<file path="src/rtl/dcmma_pkg.sv">
// Package for the dual-channel min/max and moving-average core.
// Holds default sizes, the fixed-point format, the config width and the sequencer states.
// No dependencies.
package dcmma_pkg;

	localparam int WINDOW_MAX_DEF  = 16;
	localparam int SAMPLE_BITS_DEF = 16;
	localparam int FRAC_BITS       = 8;
	localparam int CFG_BITS        = 5;

	localparam logic [CFG_BITS-1:0] WINDOW_LENGTH_RESET = CFG_BITS'(5);

	typedef enum logic [1:0] {
		ST_IDLE,
		ST_ACC,
		ST_DIV,
		ST_FIN
	} state_t;

endpackage

</file>
<file path="src/rtl/dcmma_if.sv">
// Valid/ready channel interfaces for the sample input and the result output.
// Depends on dcmma_pkg for default widths and the fraction width.
interface dcmma_in_if #(
	parameter int SAMPLE_BITS = dcmma_pkg::SAMPLE_BITS_DEF
);
	logic                          valid;
	logic                          ready;
	logic signed [SAMPLE_BITS-1:0] current_sample;
	logic signed [SAMPLE_BITS-1:0] temperature_sample;

	modport source (output valid, current_sample, temperature_sample, input ready);
	modport sink   (input valid, current_sample, temperature_sample, output ready);
endinterface

interface dcmma_out_if #(
	parameter int SAMPLE_BITS = dcmma_pkg::SAMPLE_BITS_DEF
);
	localparam int AVG_BITS = SAMPLE_BITS + dcmma_pkg::FRAC_BITS;

	logic                          valid;
	logic                          ready;
	logic signed [SAMPLE_BITS-1:0] min_temperature;
	logic signed [SAMPLE_BITS-1:0] max_temperature;
	logic signed [AVG_BITS-1:0]    avg_temperature;
	logic signed [SAMPLE_BITS-1:0] min_current;
	logic signed [SAMPLE_BITS-1:0] max_current;
	logic signed [AVG_BITS-1:0]    avg_current;

	modport source (output valid, min_temperature, max_temperature, avg_temperature,
		min_current, max_current, avg_current, input ready);
	modport sink   (input valid, min_temperature, max_temperature, avg_temperature,
		min_current, max_current, avg_current, output ready);
endinterface

</file>
<file path="src/rtl/dual_channel_min_max_moving_average_core.sv">
// Top level: running min/max and windowed average for a current and a temperature channel.
// Depends on dcmma_pkg and the channel interfaces in dcmma_if.sv.
//
//   channel   direction  payload                                     transfer
//   in_ch     sink       current_sample, temperature_sample          valid && ready
//   out_ch    source     min/max/avg for temperature, then current   valid && ready
//   cfg       write      cfg_data = window_length                    cfg_we
//
// Per item the sequencer steps IDLE, ACC, DIV, FIN. ACC sums the newest n entries,
// n = min(samples seen, window length): the history ring gives one entry per cycle to the
// sum, and radix-4 restoring dividers, one per lane, produce two quotient bits per cycle
// each (ITER = 15 at default sizes). in_ch is ready only while the sequencer is idle.
// A finished result waits in the output register; the next input is taken meanwhile and
// only the final load stalls if out_ch has not taken the previous one. No clearing pass.
module dual_channel_min_max_moving_average_core #(
	parameter int WINDOW_MAX  = dcmma_pkg::WINDOW_MAX_DEF,
	parameter int SAMPLE_BITS = dcmma_pkg::SAMPLE_BITS_DEF
) (
	input  logic                           clk,
	input  logic                           arst_n,
	input  logic                           cfg_we,
	input  logic [dcmma_pkg::CFG_BITS-1:0] cfg_data,
	dcmma_in_if.sink                       in_ch,
	dcmma_out_if.source                    out_ch
);

	localparam int FRAC_BITS = dcmma_pkg::FRAC_BITS;
	localparam int AVG_BITS  = SAMPLE_BITS + FRAC_BITS;
	localparam int CNT_BITS  = $clog2(WINDOW_MAX + 1);
	localparam int PTR_BITS  = (WINDOW_MAX > 1) ? $clog2(WINDOW_MAX) : 1;
	localparam int SUM_BITS  = SAMPLE_BITS + CNT_BITS;
	localparam int DVD_BITS  = SUM_BITS + FRAC_BITS;
	localparam int DVD_EVEN  = DVD_BITS + (DVD_BITS % 2);
	localparam int ITER      = DVD_EVEN / 2;
	localparam int STEP_BITS = $clog2(ITER + 1);
	localparam int LANE_CUR  = 0;
	localparam int LANE_TMP  = 1;

	function automatic logic [CNT_BITS:0] div_bit(
		input logic [CNT_BITS-1:0] rem,
		input logic                b,
		input logic [CNT_BITS-1:0] d
	);
		logic [CNT_BITS:0] t;
		logic [CNT_BITS:0] diff;
		t    = {rem, b};
		diff = t - {1'b0, d};
		if (t >= {1'b0, d}) begin
			div_bit = {diff[CNT_BITS-1:0], 1'b1};
		end else begin
			div_bit = {t[CNT_BITS-1:0], 1'b0};
		end
	endfunction

	dcmma_pkg::state_t state_q, state_d;

	logic [dcmma_pkg::CFG_BITS-1:0] window_length_q;
	logic [PTR_BITS-1:0]            head_q, head_nx, rd_ptr_q, rd_ptr_nx;
	logic [CNT_BITS-1:0]            seen_q, seen_inc, len_eff, n_eff, len_q, cnt_q;
	logic [STEP_BITS-1:0]           step_q;
	logic                           rd_vld_s1;
	logic                           out_valid_q;
	logic                           in_xfer, acc_done, out_load;

	logic signed [SAMPLE_BITS-1:0] hist_q [2][WINDOW_MAX];
	logic signed [SAMPLE_BITS-1:0] samp   [2];
	logic signed [SAMPLE_BITS-1:0] rd_s1  [2];
	logic signed [SAMPLE_BITS-1:0] min_q  [2];
	logic signed [SAMPLE_BITS-1:0] max_q  [2];
	logic signed [SUM_BITS-1:0]    sum_q  [2];
	logic        [SUM_BITS-1:0]    mag    [2];
	logic        [DVD_EVEN-1:0]    dvd_q  [2];
	logic        [DVD_EVEN-1:0]    quo_q  [2];
	logic        [DVD_EVEN-1:0]    quo_ng [2];
	logic        [CNT_BITS-1:0]    rem_q  [2];
	logic        [CNT_BITS:0]      div_a  [2];
	logic        [CNT_BITS:0]      div_b  [2];
	logic                          neg_q  [2];
	logic        [AVG_BITS-1:0]    avg    [2];

	logic signed [SAMPLE_BITS-1:0] out_min_q [2];
	logic signed [SAMPLE_BITS-1:0] out_max_q [2];
	logic        [AVG_BITS-1:0]    out_avg_q [2];

	assign samp[LANE_CUR] = in_ch.current_sample;
	assign samp[LANE_TMP] = in_ch.temperature_sample;

	assign in_xfer  = in_ch.valid && in_ch.ready;
	assign acc_done = (cnt_q == '0) && !rd_vld_s1;
	assign head_nx  = (head_q == PTR_BITS'(WINDOW_MAX - 1)) ? '0 : head_q + 1'b1;
	assign rd_ptr_nx = (rd_ptr_q == '0) ? PTR_BITS'(WINDOW_MAX - 1) : rd_ptr_q - 1'b1;
	assign seen_inc = (seen_q == CNT_BITS'(WINDOW_MAX)) ? seen_q : seen_q + 1'b1;
	assign n_eff    = (seen_inc < len_eff) ? seen_inc : len_eff;

	always_comb begin
		if (window_length_q == '0) begin
			len_eff = CNT_BITS'(1);
		end else if (32'(window_length_q) > 32'(WINDOW_MAX)) begin
			len_eff = CNT_BITS'(WINDOW_MAX);
		end else begin
			len_eff = CNT_BITS'(window_length_q);
		end
	end

	always_comb begin
		for (int l = 0; l < 2; l++) begin
			mag[l]    = sum_q[l][SUM_BITS-1] ? SUM_BITS'(-sum_q[l]) : SUM_BITS'(sum_q[l]);
			div_a[l]  = div_bit(rem_q[l], dvd_q[l][DVD_EVEN-1], len_q);
			div_b[l]  = div_bit(div_a[l][CNT_BITS:1], dvd_q[l][DVD_EVEN-2], len_q);
			quo_ng[l] = -quo_q[l];
			avg[l]    = neg_q[l] ? quo_ng[l][AVG_BITS-1:0] : quo_q[l][AVG_BITS-1:0];
		end
	end

	always_comb begin
		state_d     = state_q;
		in_ch.ready = 1'b0;
		out_load    = 1'b0;
		case (state_q)
			dcmma_pkg::ST_IDLE: begin
				in_ch.ready = 1'b1;
				if (in_ch.valid) begin
					state_d = dcmma_pkg::ST_ACC;
				end
			end
			dcmma_pkg::ST_ACC: begin
				if (acc_done) begin
					state_d = dcmma_pkg::ST_DIV;
				end
			end
			dcmma_pkg::ST_DIV: begin
				if (step_q == STEP_BITS'(1)) begin
					state_d = dcmma_pkg::ST_FIN;
				end
			end
			dcmma_pkg::ST_FIN: begin
				if (!out_valid_q || out_ch.ready) begin
					out_load = 1'b1;
					state_d  = dcmma_pkg::ST_IDLE;
				end
			end
			default: begin
				state_d = dcmma_pkg::ST_IDLE;
			end
		endcase
	end

	always_ff @(posedge clk or negedge arst_n) begin
		if (!arst_n) begin
			state_q         <= dcmma_pkg::ST_IDLE;
			window_length_q <= dcmma_pkg::WINDOW_LENGTH_RESET;
			head_q          <= '0;
			seen_q          <= '0;
			cnt_q           <= '0;
			step_q          <= '0;
			rd_vld_s1       <= 1'b0;
			out_valid_q     <= 1'b0;
		end else begin
			state_q <= state_d;
			if (cfg_we) begin
				window_length_q <= cfg_data;
			end
			if (in_xfer) begin
				head_q <= head_nx;
				seen_q <= seen_inc;
				cnt_q  <= n_eff;
			end
			if (state_q == dcmma_pkg::ST_ACC) begin
				rd_vld_s1 <= (cnt_q != '0);
				if (cnt_q != '0) begin
					cnt_q <= cnt_q - 1'b1;
				end
				if (acc_done) begin
					step_q <= STEP_BITS'(ITER);
				end
			end
			if (state_q == dcmma_pkg::ST_DIV) begin
				step_q <= step_q - 1'b1;
			end
			if (out_load) begin
				out_valid_q <= 1'b1;
			end else if (out_ch.ready) begin
				out_valid_q <= 1'b0;
			end
		end
	end

	always_ff @(posedge clk) begin
		if (in_xfer) begin
			rd_ptr_q <= head_q;
			len_q    <= len_eff;
			for (int l = 0; l < 2; l++) begin
				hist_q[l][head_q] <= samp[l];
				sum_q[l]          <= '0;
				if (seen_q == '0 || samp[l] < min_q[l]) begin
					min_q[l] <= samp[l];
				end
				if (seen_q == '0 || samp[l] > max_q[l]) begin
					max_q[l] <= samp[l];
				end
			end
		end
		if (state_q == dcmma_pkg::ST_ACC) begin
			if (cnt_q != '0) begin
				rd_ptr_q <= rd_ptr_nx;
			end
			for (int l = 0; l < 2; l++) begin
				if (cnt_q != '0) begin
					rd_s1[l] <= hist_q[l][rd_ptr_q];
				end
				if (rd_vld_s1) begin
					sum_q[l] <= sum_q[l]
						+ {{(SUM_BITS - SAMPLE_BITS){rd_s1[l][SAMPLE_BITS-1]}}, rd_s1[l]};
				end
				if (acc_done) begin
					dvd_q[l] <= DVD_EVEN'({mag[l], {FRAC_BITS{1'b0}}});
					neg_q[l] <= sum_q[l][SUM_BITS-1];
					rem_q[l] <= '0;
					quo_q[l] <= '0;
				end
			end
		end
		if (state_q == dcmma_pkg::ST_DIV) begin
			for (int l = 0; l < 2; l++) begin
				dvd_q[l] <= {dvd_q[l][DVD_EVEN-3:0], 2'b00};
				rem_q[l] <= div_b[l][CNT_BITS:1];
				quo_q[l] <= {quo_q[l][DVD_EVEN-3:0], div_a[l][0], div_b[l][0]};
			end
		end
		if (out_load) begin
			for (int l = 0; l < 2; l++) begin
				out_min_q[l] <= min_q[l];
				out_max_q[l] <= max_q[l];
				out_avg_q[l] <= avg[l];
			end
		end
	end

	assign out_ch.valid           = out_valid_q;
	assign out_ch.min_temperature = out_min_q[LANE_TMP];
	assign out_ch.max_temperature = out_max_q[LANE_TMP];
	assign out_ch.avg_temperature = out_avg_q[LANE_TMP];
	assign out_ch.min_current     = out_min_q[LANE_CUR];
	assign out_ch.max_current     = out_max_q[LANE_CUR];
	assign out_ch.avg_current     = out_avg_q[LANE_CUR];

`ifndef SYNTHESIS
	a_busy_after_xfer: assert property (@(posedge clk) disable iff (!arst_n)
		in_ch.valid && in_ch.ready |=> !in_ch.ready)
		else $error("input taken while sequencer busy");

	a_min_le_max: assert property (@(posedge clk) disable iff (!arst_n)
		state_q != dcmma_pkg::ST_IDLE |->
			min_q[LANE_CUR] <= max_q[LANE_CUR] && min_q[LANE_TMP] <= max_q[LANE_TMP])
		else $error("running min above running max");

	a_cnt_le_seen: assert property (@(posedge clk) disable iff (!arst_n)
		cnt_q <= seen_q && seen_q <= CNT_BITS'(WINDOW_MAX))
		else $error("window count beyond samples held");

	a_rem_lt_div: assert property (@(posedge clk) disable iff (!arst_n)
		state_q == dcmma_pkg::ST_DIV |-> rem_q[LANE_CUR] < len_q && rem_q[LANE_TMP] < len_q)
		else $error("divider remainder not below divisor");
`endif

endmodule

</file>
<file path="src/flat_wrapper.sv">
// flat-port wrapper written by rule: the top's interface ports become plain ports
module dual_channel_min_max_moving_average_core_flat 
#(
	parameter int WINDOW_MAX  = dcmma_pkg::WINDOW_MAX_DEF,
	parameter int SAMPLE_BITS = dcmma_pkg::SAMPLE_BITS_DEF
)
  (clk, arst_n, cfg_we, cfg_data, in_ch_valid, in_ch_current_sample, in_ch_temperature_sample, in_ch_ready, out_ch_valid, out_ch_min_temperature, out_ch_max_temperature, out_ch_avg_temperature, out_ch_min_current, out_ch_max_current, out_ch_avg_current, out_ch_ready);
  dcmma_in_if #(.SAMPLE_BITS(SAMPLE_BITS)) in_ch_i ();
  dcmma_out_if #(.SAMPLE_BITS(SAMPLE_BITS)) out_ch_i ();
  input  logic clk;
  input  logic arst_n;
  input  logic cfg_we;
  input  logic [dcmma_pkg::CFG_BITS-1:0] cfg_data;
  input wire logic [$bits(in_ch_i.valid)-1:0] in_ch_valid;
  input wire logic [$bits(in_ch_i.current_sample)-1:0] in_ch_current_sample;
  input wire logic [$bits(in_ch_i.temperature_sample)-1:0] in_ch_temperature_sample;
  output wire logic [$bits(in_ch_i.ready)-1:0] in_ch_ready;
  output wire logic [$bits(out_ch_i.valid)-1:0] out_ch_valid;
  output wire logic [$bits(out_ch_i.min_temperature)-1:0] out_ch_min_temperature;
  output wire logic [$bits(out_ch_i.max_temperature)-1:0] out_ch_max_temperature;
  output wire logic [$bits(out_ch_i.avg_temperature)-1:0] out_ch_avg_temperature;
  output wire logic [$bits(out_ch_i.min_current)-1:0] out_ch_min_current;
  output wire logic [$bits(out_ch_i.max_current)-1:0] out_ch_max_current;
  output wire logic [$bits(out_ch_i.avg_current)-1:0] out_ch_avg_current;
  input wire logic [$bits(out_ch_i.ready)-1:0] out_ch_ready;
  assign in_ch_i.valid = in_ch_valid;
  assign in_ch_i.current_sample = in_ch_current_sample;
  assign in_ch_i.temperature_sample = in_ch_temperature_sample;
  assign in_ch_ready = in_ch_i.ready;
  assign out_ch_valid = out_ch_i.valid;
  assign out_ch_min_temperature = out_ch_i.min_temperature;
  assign out_ch_max_temperature = out_ch_i.max_temperature;
  assign out_ch_avg_temperature = out_ch_i.avg_temperature;
  assign out_ch_min_current = out_ch_i.min_current;
  assign out_ch_max_current = out_ch_i.max_current;
  assign out_ch_avg_current = out_ch_i.avg_current;
  assign out_ch_i.ready = out_ch_ready;
  dual_channel_min_max_moving_average_core #(.WINDOW_MAX(WINDOW_MAX), .SAMPLE_BITS(SAMPLE_BITS)) u_core (.clk(clk), .arst_n(arst_n), .cfg_we(cfg_we), .cfg_data(cfg_data), .in_ch(in_ch_i), .out_ch(out_ch_i));
endmodule
</file>
<file path="config.mk">
export PLATFORM = sky130hd
export DESIGN_NAME = dual_channel_min_max_moving_average_core_flat
export DESIGN_NICKNAME = d
export VERILOG_FILES = /design/src/rtl/dcmma_pkg.sv /design/src/rtl/dcmma_if.sv /design/src/rtl/dual_channel_min_max_moving_average_core.sv /design/src/flat_wrapper.sv
export SDC_FILE = /design/constraint.sdc
export NUM_CORES = 1
export LEC_CHECK = 0
export ABC_AREA = 1
export BUFFER_PORTS_ARGS = -buffer_cell sky130_fd_sc_hd__buf_4
export CORE_MARGIN = 3
export CORE_UTILIZATION = 61
export CTS_BUF_LIST = sky130_fd_sc_hd__clkbuf_4
export CTS_CLUSTER_DIAMETER = 30
export DETAILED_ROUTE_END_ITERATION = 6
export GPL_ROUTABILITY_DRIVEN = 0
export PLACE_DENSITY = 0.84
export SYNTH_ARGS = -nofsm -noshare
export SYNTH_HDL_FRONTEND = slang
export SYNTH_SLANG_ARGS = --single-unit
</file>
<file path="constraint.sdc">
create_clock -name clk -period 18.7 [get_ports clk]
set_clock_uncertainty 0.15 [all_clocks]
set_input_delay 1.87 -clock clk [delete_from_list [all_inputs] [get_ports clk]]
set_output_delay 1.87 -clock clk [all_outputs]
set_load 0.01 [all_outputs]
</file>
==> results_dict.tcl <==
set metrics [dict create \
    r2r_slack_ps 15030 \
    core.rowCount 93 \
    placed_cells 4433 \
    power.net_switching_mw 2.892 \
    synthArstFlopShare 0.02993 \
    worst_ep_arrival_time_ps 1940 \
    critPathCaptureType "primary output" \
    synthDominantAreaCellType "edfxtp_1" \
    synth_compound_area_frac 0.1061 \
    worst_r2r_path_depth 18 \
    critPathCapture "in_ch_ready" \
    dr.pass1.iters 6 \
    worst_vdd_ir_mv 0.09924 \
    grt_max_degree 124 \
    min-delay-start "u_core.min_q[0][29]" \
    design.final.nets 3990 \
    antenna_found_initial 3 \
    setup_total_negative_slack_ps 0 \
    hold_slack_ps 290.5 \
    switching_share 0.3955 \
    synth_enable_flop_cells 871 \
    timing.slew.headroom 0.1424 \
    grt_overflow 0 \
    critPathRequiredTime_ps 16680 \
    coreArea_mm2 0.06516 \
    min_path_type "register to register" \
    timing.setup.critical_path_class "register to primary output" \
    max-clock-path-buffers 3 \
    min_period_over_period 0.2120 \
    post_synth_xor_area_fraction 0.01554 \
    place.port_buffers 155 \
    holdBufCountCts 0 \
    timing.critical_path.fanout_max 4 \
    power_frac_seq 0.409 \
    synthesis.yosys.warnings 0 \
    clock_insertion_delay_worst_skew_ps 1090 \
    syn-cell-area_mm2 0.04058 \
    share_comb_of_total_power 0.375 \
    design.portCount 156 \
    yosysUniqueCellTypes 51 \
    final_util 0.6948 \
    fraction_of_the_yosys_area_taken_by_sequential_cells 0.6633 \
    power_density_over_the_cells_mw_per_mm2 161.5 \
    synth_adder_area_share 0.04767 \
    cts_tree "yes" \
    layout.cells.most_common "edfxtp_1" \
    post_synth_inst_count 3536 \
    yosys.area_share.simple 0.1219 \
    htreeDepth 4 \
    die-area_mm2 0.06965 \
    grt_setup_unrepaired "no" \
    die_x_um 263.9 \
    routedWlPerCell_um 18.40 \
    finalNonFillerCells 4821 \
    largest_family_of_logic_cells_by_synthesized_area "simple AND/OR/NAND/NOR gates" \
    power_leakage_nw 17.47 \
    tritoncts_num_sinks 902 \
    wire_length_of_the_first_global_routing_pass_mm 139.8 \
    start_util 0.6227 \
    number_of_flip_flops_and_latches_in_the_synthesized_netlist 902 \
    post_cts.resized_instances 0 \
    cts_buf_count 217 \
    via_count 28188 \
    final_layout_size_suffix_gt1_frac 0.1459 \
    critical_path.reg2reg.startpoint "u_core.len_q[0]" \
    most-common-layout-cells "edfxtp_1 (871), nor2_1 (496), nand2_1 (494)" \
    drv_slew 0 \
    place.detailed.hpwl_mm 53.07 \
    achievable-frequency_mhz 252.3 \
    kind_of_launch_point_of_the_worst_setup_path "register" \
    syn2layout_area_growth_pct 11.57 \
    max_slew.worst_pin.slew_ps 1283 \
    synth.area.top_cells "edfxtp_1 (64%), nor2_1 (4.7%), nand2_1 (4.6%), o21ai_0 (4.5%), ha_1 (4.5%)" \
    wl_mm 88.68 \
    clkTransAtPathRegs_ps 70 \
    power.share.clock 0.216 \
    final-hold-violation-count 0 \
    drt.antenna.violating_nets 0 \
    synth.mux.area_fraction 0.0002775 \
    syn_avg_cell_area_um2 11.48 \
    synth_top_flop_cell "edfxtp_1" \
    grt_pass1_vias 27703 \
    power.internal_mw 4.421 \
    drc_errors 0 \
    gr-usage-all-layers 0.2514 \
    reg2reg_to "u_core.rem_q[0][1]" \
    final.min_clock_period_ps 3964 \
    fp.dieH_um 263.9 \
    drt_iter0_markers 2954 \
    synth.net_count 3729 \
    max_cap_viol_count 0 \
    finalSetupViolations 0 \
    outcome "finished clean" \
    drt-vias-per-instance 5.847 \
    crit_start "u_core.state_q[0]" \
    post_cts.repair.setup_buffers 0 \
    synth_top_area_frac 0.6446 \
    ctsRootBufferMaster "clkbuf_4" \
]
[synth_stat cells, types with 13 or more instances]
master and instances:
nor3_1 23, o211ai_1 39, dfrtp_1 25, nor2_1 511, buf_2 30, o21ai_0 367, edfxtp_1 871, nand4_1 26
inv_1 310, o22ai_1 38, xnor2_1 27, o21ai_1 15, clkbuf_1 85, nand3_1 126, a21oi_1 137, a31oi_1 13
ha_1 145, o221ai_1 90, nand2_1 494, xor2_1 45
[flip-flops by register name, indices dropped and copies added, names as in the netlist, 10 cells and up]
register and count:
u_core.dvd_q 44, u_core.hist_q 512, u_core.max_q 32, u_core.min_q 32
u_core.out_avg_q 48, u_core.out_max_q 32, u_core.out_min_q 32, u_core.quo_q 48
u_core.rd_s1 32, u_core.rem_q 10, u_core.sum_q 42
[stage by stage]
step | setup WS, ps | total power, mW | cell area [µm²]
final | 14740 | 7.313 | 45270
after detailed placement | 13870 | 5.721 | 42520
after CTS | 14630 | 7.304 | 45250
after floorplan | 9774 | 4.950 | 40580
after global routing | 14600 | 7.810 | 45260
after global placement | 13970 | 5.609 | 42520
[area by class of cell]
cell class / instances / area (µm²)
Sequential cell: 902 / 26920
Fill cell: 4421 / 19890
Multi-Input combinational cell: 2179 / 11970
Clock buffer: 313 / 2350
Timing Repair Buffer: 183 / 1374
Inverter: 314 / 1185
Tap cell: 855 / 1070
Clock inverter: 65 / 374.1
Antenna cell: 10 / 25.02
[power groups by stage]
stage / Sequential (mW) / Combinational, mW / Clock, mW
detailed placement: 3.02 / 2.70 / 0
floorplan: 2.98 / 1.97 / 0
global placement: 3.01 / 2.60 / 0
global route: 3.02 / 3.07 / 1.71
finish: 2.99 / 2.75 / 1.58
CTS: 2.98 / 2.72 / 1.60
[metal layers]
layer / vias to the layer above / global-route usage / wire length, µm
li1: 13244 / - / -
met1: 13346 / 0.3181 / 34850
met2: 1356 / 0.4170 / 43790
met3: 242 / 0.04862 / 6980
met4: 0 / 0.1273 / 3059
met5: - / 0 / 0
[worst min path at each step]
| stage | to | cells after the start |
|---|---|---|
| after floorplan | u_core.neg_q[0][0] | 0 |
| after global placement | u_core.out_min_q[0][31] | 0 |
| final | u_core.out_min_q[0][29] | 0 |
| after CTS | u_core.out_min_q[0][29] | 0 |
| after global routing | u_core.out_max_q[0][6] | 0 |
| after detailed placement | u_core.out_max_q[0][17] | 0 |
[cells by family after synthesis]
| family | Yosys count |
|---|---|
| AOI/OAI and AO/OA | 738 |
| xor gates and xnor gates | 72 |
| adders and majority gates | 151 |
| buffers and inverters | 455 |
| DFF | 902 |
| muxes | 1 |
| and+or+nand+nor | 1217 |
[critical path: stages (launching register included)]
cell     delay [ps]
dfrtp_1         400
inv_1           110
ha_1            250
buf_4           150
No activity file was read; power rests on OpenSTA's default activity.
